## config.mk

```make
export PLATFORM = sky130hd
export DESIGN_NAME = tws_step_div
export DESIGN_NICKNAME = d
export VERILOG_FILES = /design/src/assert_macros.svh /design/src/tws_pkg.sv /design/src/tws_step_div.sv
export SDC_FILE = /design/constraint.sdc
export NUM_CORES = 2
export LEC_CHECK = 0
export ABC_AREA = 1
export BUFFER_PORTS_ARGS = -buffer_cell sky130_fd_sc_hd__buf_2
export CORE_UTILIZATION = 65
export CTS_CLUSTER_DIAMETER = 150
export DETAILED_ROUTE_END_ITERATION = 8
export PLACE_DENSITY = 0.83
export SLEW_MARGIN = 30
export SYNTH_ARGS = -nofsm -noshare
export SYNTH_HDL_FRONTEND = slang
export SYNTH_SLANG_ARGS = --single-unit
export TNS_END_PERCENT = 50
```

## constraint.sdc

```tcl
create_clock -name clk -period 4.5 [get_ports clk]
set_input_delay 0.675 -clock clk [delete_from_list [all_inputs] [get_ports clk]]
set_output_delay 0.675 -clock clk [all_outputs]
set_load 0.02 [all_outputs]
```

## src/assert_macros.svh

```systemverilog
// ----------------------------------------------------------------------------
// Assertion macros
// Shorthand for clocked, reset-qualified implication checks.
// ----------------------------------------------------------------------------
`ifndef ASSERT_MACROS_SVH
`define ASSERT_MACROS_SVH

// Same-cycle implication, sampled on clk, off while arst_n is low.
`define TWS_ASSERT_IMP(lbl, ante, cons) \
	lbl: assert property (@(posedge clk) disable iff (!arst_n) (ante) |-> (cons)) \
		else $error("same-cycle check failed");

// Next-cycle implication, sampled on clk, off while arst_n is low.
`define TWS_ASSERT_NXT(lbl, ante, cons) \
	lbl: assert property (@(posedge clk) disable iff (!arst_n) (ante) |=> (cons)) \
		else $error("next-cycle check failed");

`endif

```

## src/tws_pkg.sv

```systemverilog
// ----------------------------------------------------------------------------
// tws_pkg
// Shared constants, types and helpers of the textured wall column shader.
// ----------------------------------------------------------------------------
package tws_pkg;

	// Scene geometry.
	localparam int CELL_SIZE     = 64;
	localparam int SCREEN_HEIGHT = 512;
	localparam int SCREEN_WIDTH  = 1024;
	localparam int RAY_COUNT     = 256;
	localparam int TEX_DIM       = 64;

	// Fixed point: 8 fraction bits.
	localparam int FRAC = 8;

	// Word field widths.
	localparam int DIST_W  = 20;
	localparam int HIT_W   = 12;
	localparam int RAY_W   = 8;
	localparam int COFF_W  = 3;
	localparam int ROW_W   = 9;
	localparam int SIDE_W  = 2;
	localparam int LCOL_W  = 6;
	localparam int LROW_W  = 6;
	localparam int COLOR_W = 32;
	localparam int PX_W    = 11;

	// Configuration registers.
	localparam int CFG_W           = 7;
	localparam int CFG_IDX_W       = 3;
	localparam int CFG_HEIGHT_BASE = 4;
	localparam int CFG_RESET       = 64;

	// Derived widths.
	localparam int CELL_W      = $clog2(CELL_SIZE);
	localparam int TEX_W       = $clog2(TEX_DIM);
	localparam int STORE_DEPTH = 4 * TEX_DIM * TEX_DIM;
	localparam int ADDR_W      = $clog2(STORE_DEPTH);

	// Slice height divider: lh = (CELL_SIZE*SCREEN_HEIGHT << 2*FRAC) / dist.
	localparam longint unsigned LH_NUM =
		(longint'(CELL_SIZE) * longint'(SCREEN_HEIGHT)) << (2 * FRAC);
	localparam int LH_W   = $clog2(LH_NUM + 1);
	localparam longint unsigned LH_MIN = LH_NUM / ((longint'(1) << DIST_W) - 1);

	// Step divider: step = (tex_height << 2*FRAC) / lh, bounded by the smallest lh.
	localparam int NUM_W  = CFG_W + 2 * FRAC;
	localparam int STEP_W = $clog2(((longint'(1) << NUM_W) - 1) / LH_MIN + 1);

	// Window geometry.
	localparam int FULL_H = SCREEN_HEIGHT << FRAC;
	localparam int HC_W   = $clog2(FULL_H + 1);
	localparam int SOFF_W = LH_W - 1;
	localparam int Y_W    = $clog2(SCREEN_HEIGHT) + 1;
	localparam int PA_W   = SOFF_W + STEP_W;
	localparam int PB_W   = Y_W + STEP_W;
	localparam int IV_W   = PA_W - FRAC + 1;

	typedef enum logic {
		OP_LOAD  = 1'b0,
		OP_SHADE = 1'b1
	} op_t;

	typedef enum logic [SIDE_W-1:0] {
		SIDE_NORTH = 2'd0,
		SIDE_SOUTH = 2'd1,
		SIDE_WEST  = 2'd2,
		SIDE_EAST  = 2'd3
	} side_t;

	// Item context that rides along the pipeline.
	typedef struct packed {
		op_t                  op;
		side_t                side;
		logic [CELL_W-1:0]    hit_c;
		logic [PX_W-1:0]      pix_x;
		logic [ROW_W-1:0]     row;
		logic [SIDE_W-1:0]    load_side;
		logic [LCOL_W-1:0]    load_col;
		logic [LROW_W-1:0]    load_row;
		logic [COLOR_W-1:0]   load_value;
	} ctx_t;

	// Slice geometry once the height is known.
	typedef struct packed {
		ctx_t                 ctx;
		logic [CFG_W-1:0]     th;
		logic [SOFF_W-1:0]    soff;
		logic [Y_W-1:0]       y0;
		logic [Y_W-1:0]       y1;
	} geo_t;

	typedef struct packed {
		logic [PX_W-1:0]      pixel_x;
		logic [ROW_W-1:0]     pixel_y;
		logic                 on_wall;
		logic [COLOR_W-1:0]   color;
	} res_t;

	// Clamp a texel index to min(size, TEX_DIM) - 1, a size of zero counting as one.
	function automatic logic [TEX_W-1:0] sat_idx(input logic [31:0] v,
			input logic [CFG_W-1:0] size);
		logic [31:0] lim;
		lim = (size == '0) ? 32'd1 : 32'(size);
		if (lim > 32'(TEX_DIM)) begin
			lim = 32'(TEX_DIM);
		end
		return (v >= lim) ? TEX_W'(lim - 32'd1) : TEX_W'(v);
	endfunction

endpackage

```

## src/tws_step_div.sv

```systemverilog
// ----------------------------------------------------------------------------
// tws_step_div
// Pipelined restoring divider for the vertical texture step.
// ----------------------------------------------------------------------------
module tws_step_div (
	input  logic                        clk,
	input  logic                        arst_n,
	input  logic                        adv,
	input  logic                        in_valid,
	input  logic [tws_pkg::NUM_W-1:0]   in_num,
	input  logic [tws_pkg::LH_W-1:0]    in_lh,
	input  tws_pkg::geo_t               in_geo,
	output logic                        out_valid,
	output logic [tws_pkg::STEP_W-1:0]  out_step,
	output tws_pkg::geo_t               out_geo
);
	import tws_pkg::*;

	localparam int SW = LH_W + STEP_W;

	// The smallest possible height keeps the quotient within STEP_W bits.
	logic [NUM_W-1:0]  rem_s [STEP_W];
	logic [STEP_W-1:0] quo_s [STEP_W];
	logic [LH_W-1:0]   lh_s  [STEP_W];
	geo_t              geo_s [STEP_W];
	logic              v_s   [STEP_W];

	for (genvar k = 0; k < STEP_W; k++) begin : g_stage
		localparam int B = STEP_W - 1 - k;
		logic [NUM_W-1:0]  rem_i;
		logic [STEP_W-1:0] quo_i;
		logic [LH_W-1:0]   lh_i;
		geo_t              geo_i;
		logic              v_i;
		logic [SW-1:0]     sh;
		logic              fit;

		if (k == 0) begin : g_first
			assign rem_i = in_num;
			assign quo_i = '0;
			assign lh_i  = in_lh;
			assign geo_i = in_geo;
			assign v_i   = in_valid;
		end else begin : g_next
			assign rem_i = rem_s[k-1];
			assign quo_i = quo_s[k-1];
			assign lh_i  = lh_s[k-1];
			assign geo_i = geo_s[k-1];
			assign v_i   = v_s[k-1];
		end

		assign sh  = SW'(lh_i) << B;
		assign fit = SW'(rem_i) >= sh;

		always_ff @(posedge clk or negedge arst_n) begin
			if (!arst_n) begin
				v_s[k] <= 1'b0;
			end else if (adv) begin
				v_s[k] <= v_i;
			end
		end

		always_ff @(posedge clk) begin
			if (adv) begin
				rem_s[k] <= fit ? (rem_i - sh[NUM_W-1:0]) : rem_i;
				quo_s[k] <= fit ? (quo_i | (STEP_W'(1) << B)) : quo_i;
				lh_s[k]  <= lh_i;
				geo_s[k] <= geo_i;
			end
		end
	end

	assign out_valid = v_s[STEP_W-1];
	assign out_step  = quo_s[STEP_W-1];
	assign out_geo   = geo_s[STEP_W-1];
endmodule

```

==> out/metrics.yaml <==
finalMaxSlewViolations: 0
die_w_microns: 364
setup_repair_after_global_routing_missed_its_margin: "false"
via_count: 45600
h-tree-depth: 4
grt_usage: 0.279
leakage_nw: 38.1
muxShareOfSynthArea: 0.000264
hpwlAfterDp_microns: 109000
hold_violations: 0
post_cts_resized: 0
gp_congestion: 0.945
route.detailed.wl_per_inst_microns: 22.6
synthesized_nets: 5869
clk_latency_worst_skew_pair_ns: 0.85
finalWirelength_microns: 182000
pwr_density_cell_nw_per_um2: 472
synth_xor_xnor_area_share: 0.0112
grt.overflow.total: 0
detail_route.vias_per_cell: 5.65
finalSetupViolCount: 0
largest_family_of_logic_cells_by_synthesized_area: "simple AND/OR/NAND/NOR gates"
startpoint_type: "flop"
synth-async-reset-ratio: 0.00524
clock-sinks: 2291
worst_setup_hold_path_clk_slew_ns: 0.06
grt_start_max_net_pins: 159
drt_first_iter_violations: 4216
synth_seq_area_share: 0.806
wire_length_of_the_first_global_routing_pass_microns: 274000
multi_input_area_sq_um: 14200
synthDistinctLibCells: 57
vdd_drop_max_mv: 0.551
area.sequential_sq_um: 68700
required_ns: 5.06
worst_ep_arrival_time_ns: 3.93
hold_path_class: "in -> reg"
drcViolationCount: 0
cts_root_buffer: "sky130_fd_sc_hd__clkbuf_16"
cts-buffers-inserted: 207
final.setup.tns_ns: 0
worst_clock_skew_on_the_final_layout_ns: 0.0573
dieHeight_microns: 364
fp-row-count: 132
io_buffer_count: 337
mappedNetlistArea_sq_um: 85300
cts_hold_buffers: 141
ant_nets: 0
ys_dominant_reg_cell: "sky130_fd_sc_hd__edfxtp_1"
post_cts.repair.setup_buffers: 0
die_outline_area_sq_um: 133000
fraction_of_the_mapped_netlist_area_in_adder_cells: 0.0334
core_area_sq_um: 130000
drive_gt1_frac: 0.126
num-nets-final: 6565
floorplan.initialDensity: 0.657
fmax_mhz: 297
slew_headroom: 0.396
syn_inst: 5456
final.fill_count: 7367
worstSetupPathType: "reg -> reg"
path_max_fanout: 20
outcome: "finished, final reports clean"
antenna_found_initial: 2
layout_commonest_cell: "sky130_fd_sc_hd__edfxtp_1"
boundaryPins: 338
worstSetupEndpointType: "flop"
max-cap-violations: 0
period_needed_ns: 3.37
clock_tree_from_tritoncts: "done"
yosys.area_share.simple: 0.101
complex_gate_fraction_of_the_synthesized_area: 0.0207
layout_worst_path_cycle_share: 0.748
dr.pass1.iters: 6
synth_enable_flop_cells: 2279
dpl.cell_count: 7544
clk_path_buf_depth: 3
synth-warning-count: 0
syn_area_per_cell_sq_um: 15.6
final_cell_mix: "sky130_fd_sc_hd__edfxtp_1 (2279), sky130_fd_sc_hd__nand2_1 (1020), sky130_fd_sc_hd__inv_1 (540)"
yosys_register_bits: 2291
vias_in_the_first_global_route: 47900
r2r_setup_slack_ns: 1.13
final_cells: 8073
area_growth_syn_to_layout_pct: 14.7
worst-slew-pin-transition_ns: 0.905
cell type report:
class,count,area share
clock inverters,129,0.0145
multi-input cells,2568,0.145
well taps,1742,0.0223
flip-flops and latches,2291,0.703
repair buffers,540,0.0394
clock buffers,257,0.0551
diodes,2,0.0000512
inverters,544,0.0209
layer usage:
layer  vias to the layer above  GRT usage  wire [microns]
met5                         -          0              13
met4                         2      0.160           11300
met3                       631     0.0426            9480
met2                      2019      0.527           99900
met1                     21900      0.295           61900
li1                      21100          -               -
sequential cells by signal, indices dropped and copies added (netlist names):
register / flops
out_valid: 1
g_stage.v_i: 11
geo_s: 1596
lh_s: 352
quo_s: 78
rem_s: 253
synthesized netlist by cell type (4+ instances only):
| library cell | n | area, sq um |
|---|---|---|
| sky130_fd_sc_hd__or2_2 | 10 | 62.6 |
| sky130_fd_sc_hd__edfxtp_1 | 2279 | 68400 |
| sky130_fd_sc_hd__nor3b_1 | 4 | 30.0 |
| sky130_fd_sc_hd__xnor2_1 | 28 | 245 |
| sky130_fd_sc_hd__nand2_4 | 12 | 135 |
| sky130_fd_sc_hd__o21bai_1 | 13 | 97.6 |
| sky130_fd_sc_hd__and2_1 | 7 | 43.8 |
| sky130_fd_sc_hd__nand2_2 | 41 | 257 |
| sky130_fd_sc_hd__o21ai_0 | 65 | 325 |
| sky130_fd_sc_hd__nand3_4 | 4 | 70.1 |
| sky130_fd_sc_hd__nand2_1 | 1020 | 3830 |
| sky130_fd_sc_hd__a21boi_0 | 7 | 52.6 |
| sky130_fd_sc_hd__clkbuf_1 | 16 | 60.1 |
| sky130_fd_sc_hd__inv_1 | 540 | 2030 |
| sky130_fd_sc_hd__nand4_1 | 161 | 1010 |
| sky130_fd_sc_hd__xor2_1 | 81 | 709 |
| sky130_fd_sc_hd__dfrtp_1 | 12 | 300 |
| sky130_fd_sc_hd__nand3_1 | 250 | 1250 |
| sky130_fd_sc_hd__nor4_1 | 39 | 244 |
| sky130_fd_sc_hd__ha_1 | 210 | 2630 |
| sky130_fd_sc_hd__a21o_1 | 23 | 173 |
| sky130_fd_sc_hd__buf_6 | 5 | 56.3 |
| sky130_fd_sc_hd__buf_2 | 20 | 100 |
| sky130_fd_sc_hd__fa_1 | 11 | 220 |
| sky130_fd_sc_hd__o21a_1 | 7 | 52.6 |
| sky130_fd_sc_hd__nand3b_1 | 8 | 60.1 |
| sky130_fd_sc_hd__nor2_1 | 280 | 1050 |
| sky130_fd_sc_hd__nand3_2 | 5 | 50.1 |
| sky130_fd_sc_hd__a31oi_1 | 8 | 50.1 |
| sky130_fd_sc_hd__a21oi_1 | 172 | 861 |
| sky130_fd_sc_hd__nor2_2 | 9 | 56.3 |
| sky130_fd_sc_hd__nor3_1 | 37 | 185 |
| sky130_fd_sc_hd__o21ai_1 | 19 | 95.1 |
| sky130_fd_sc_hd__or2_1 | 6 | 37.5 |
| sky130_fd_sc_hd__buf_4 | 10 | 75.1 |
final timing paths:
| kind | to | cells after the start | start |
|---|---|---|---|
| min | rem_s[0][6] | 1 | in_num[6] |
| max reg2reg | rem_s[8][21] | 15 | rem_s[7][3] |
| min in group asynchronous | g_stage[10].v_i | 2 | arst_n |
| max in group asynchronous | g_stage[8].v_i | 2 | arst_n |
| max | rem_s[8][21] | 15 | rem_s[7][3] |
| min reg2reg | geo_s[1][44] | 0 | geo_s[0][177] |
power by group:
part | internal, mW | switching (mW)
logic | 0.933 | 1.94
clock network | 9.84 | 7.94
registers | 25.0 | 0.617
total | 35.7 | 10.5
cells by family after synthesis:
logic type | after synthesis
adders and majority gates | 221
muxes | 2
AOI/OAI and AO/OA | 321
DFF | 2291
buffers and inverters | 597
xor gates and xnor gates | 109
and+or+nand+nor | 1915
critical path: stages, from the launching register on:
cell and delay, ns:
sky130_fd_sc_hd__edfxtp_1 0.41, sky130_fd_sc_hd__inv_1 0.08, sky130_fd_sc_hd__ha_1 0.18, sky130_fd_sc_hd__inv_1 0.07
sky130_fd_sc_hd__fa_1 0.42, sky130_fd_sc_hd__nand3_1 0.16, sky130_fd_sc_hd__nand3_1 0.12, sky130_fd_sc_hd__nand2_1 0.09
sky130_fd_sc_hd__nand2_1 0.16, sky130_fd_sc_hd__nand2_1 0.13, sky130_fd_sc_hd__nand2_1 0.08, sky130_fd_sc_hd__nand2_1 0.51
sky130_fd_sc_hd__nand3_1 0.24, sky130_fd_sc_hd__buf_4 0.28, sky130_fd_sc_hd__nand2_1 0.09, sky130_fd_sc_hd__nand2_1 0.05
metrics by stage:
stage          setup WS [ns]  utilization  hold slack (ns)  area [sq um]  total power, mW
3_5_place_dp            1.15        0.690            0.405         89600             28.6
3_3_place_gp            1.12        0.690            0.400         89600             28.4
4_1_cts                 1.15        0.754         0.000227         97800             46.3
6_report                1.13        0.754           0.0496         97800             46.2
2_1_floorplan           2.02            -            0.379         85300             27.2
5_1_grt                0.922        0.754           0.0106         97800             47.6
Note: power is estimated with default switching activity, not from simulation.
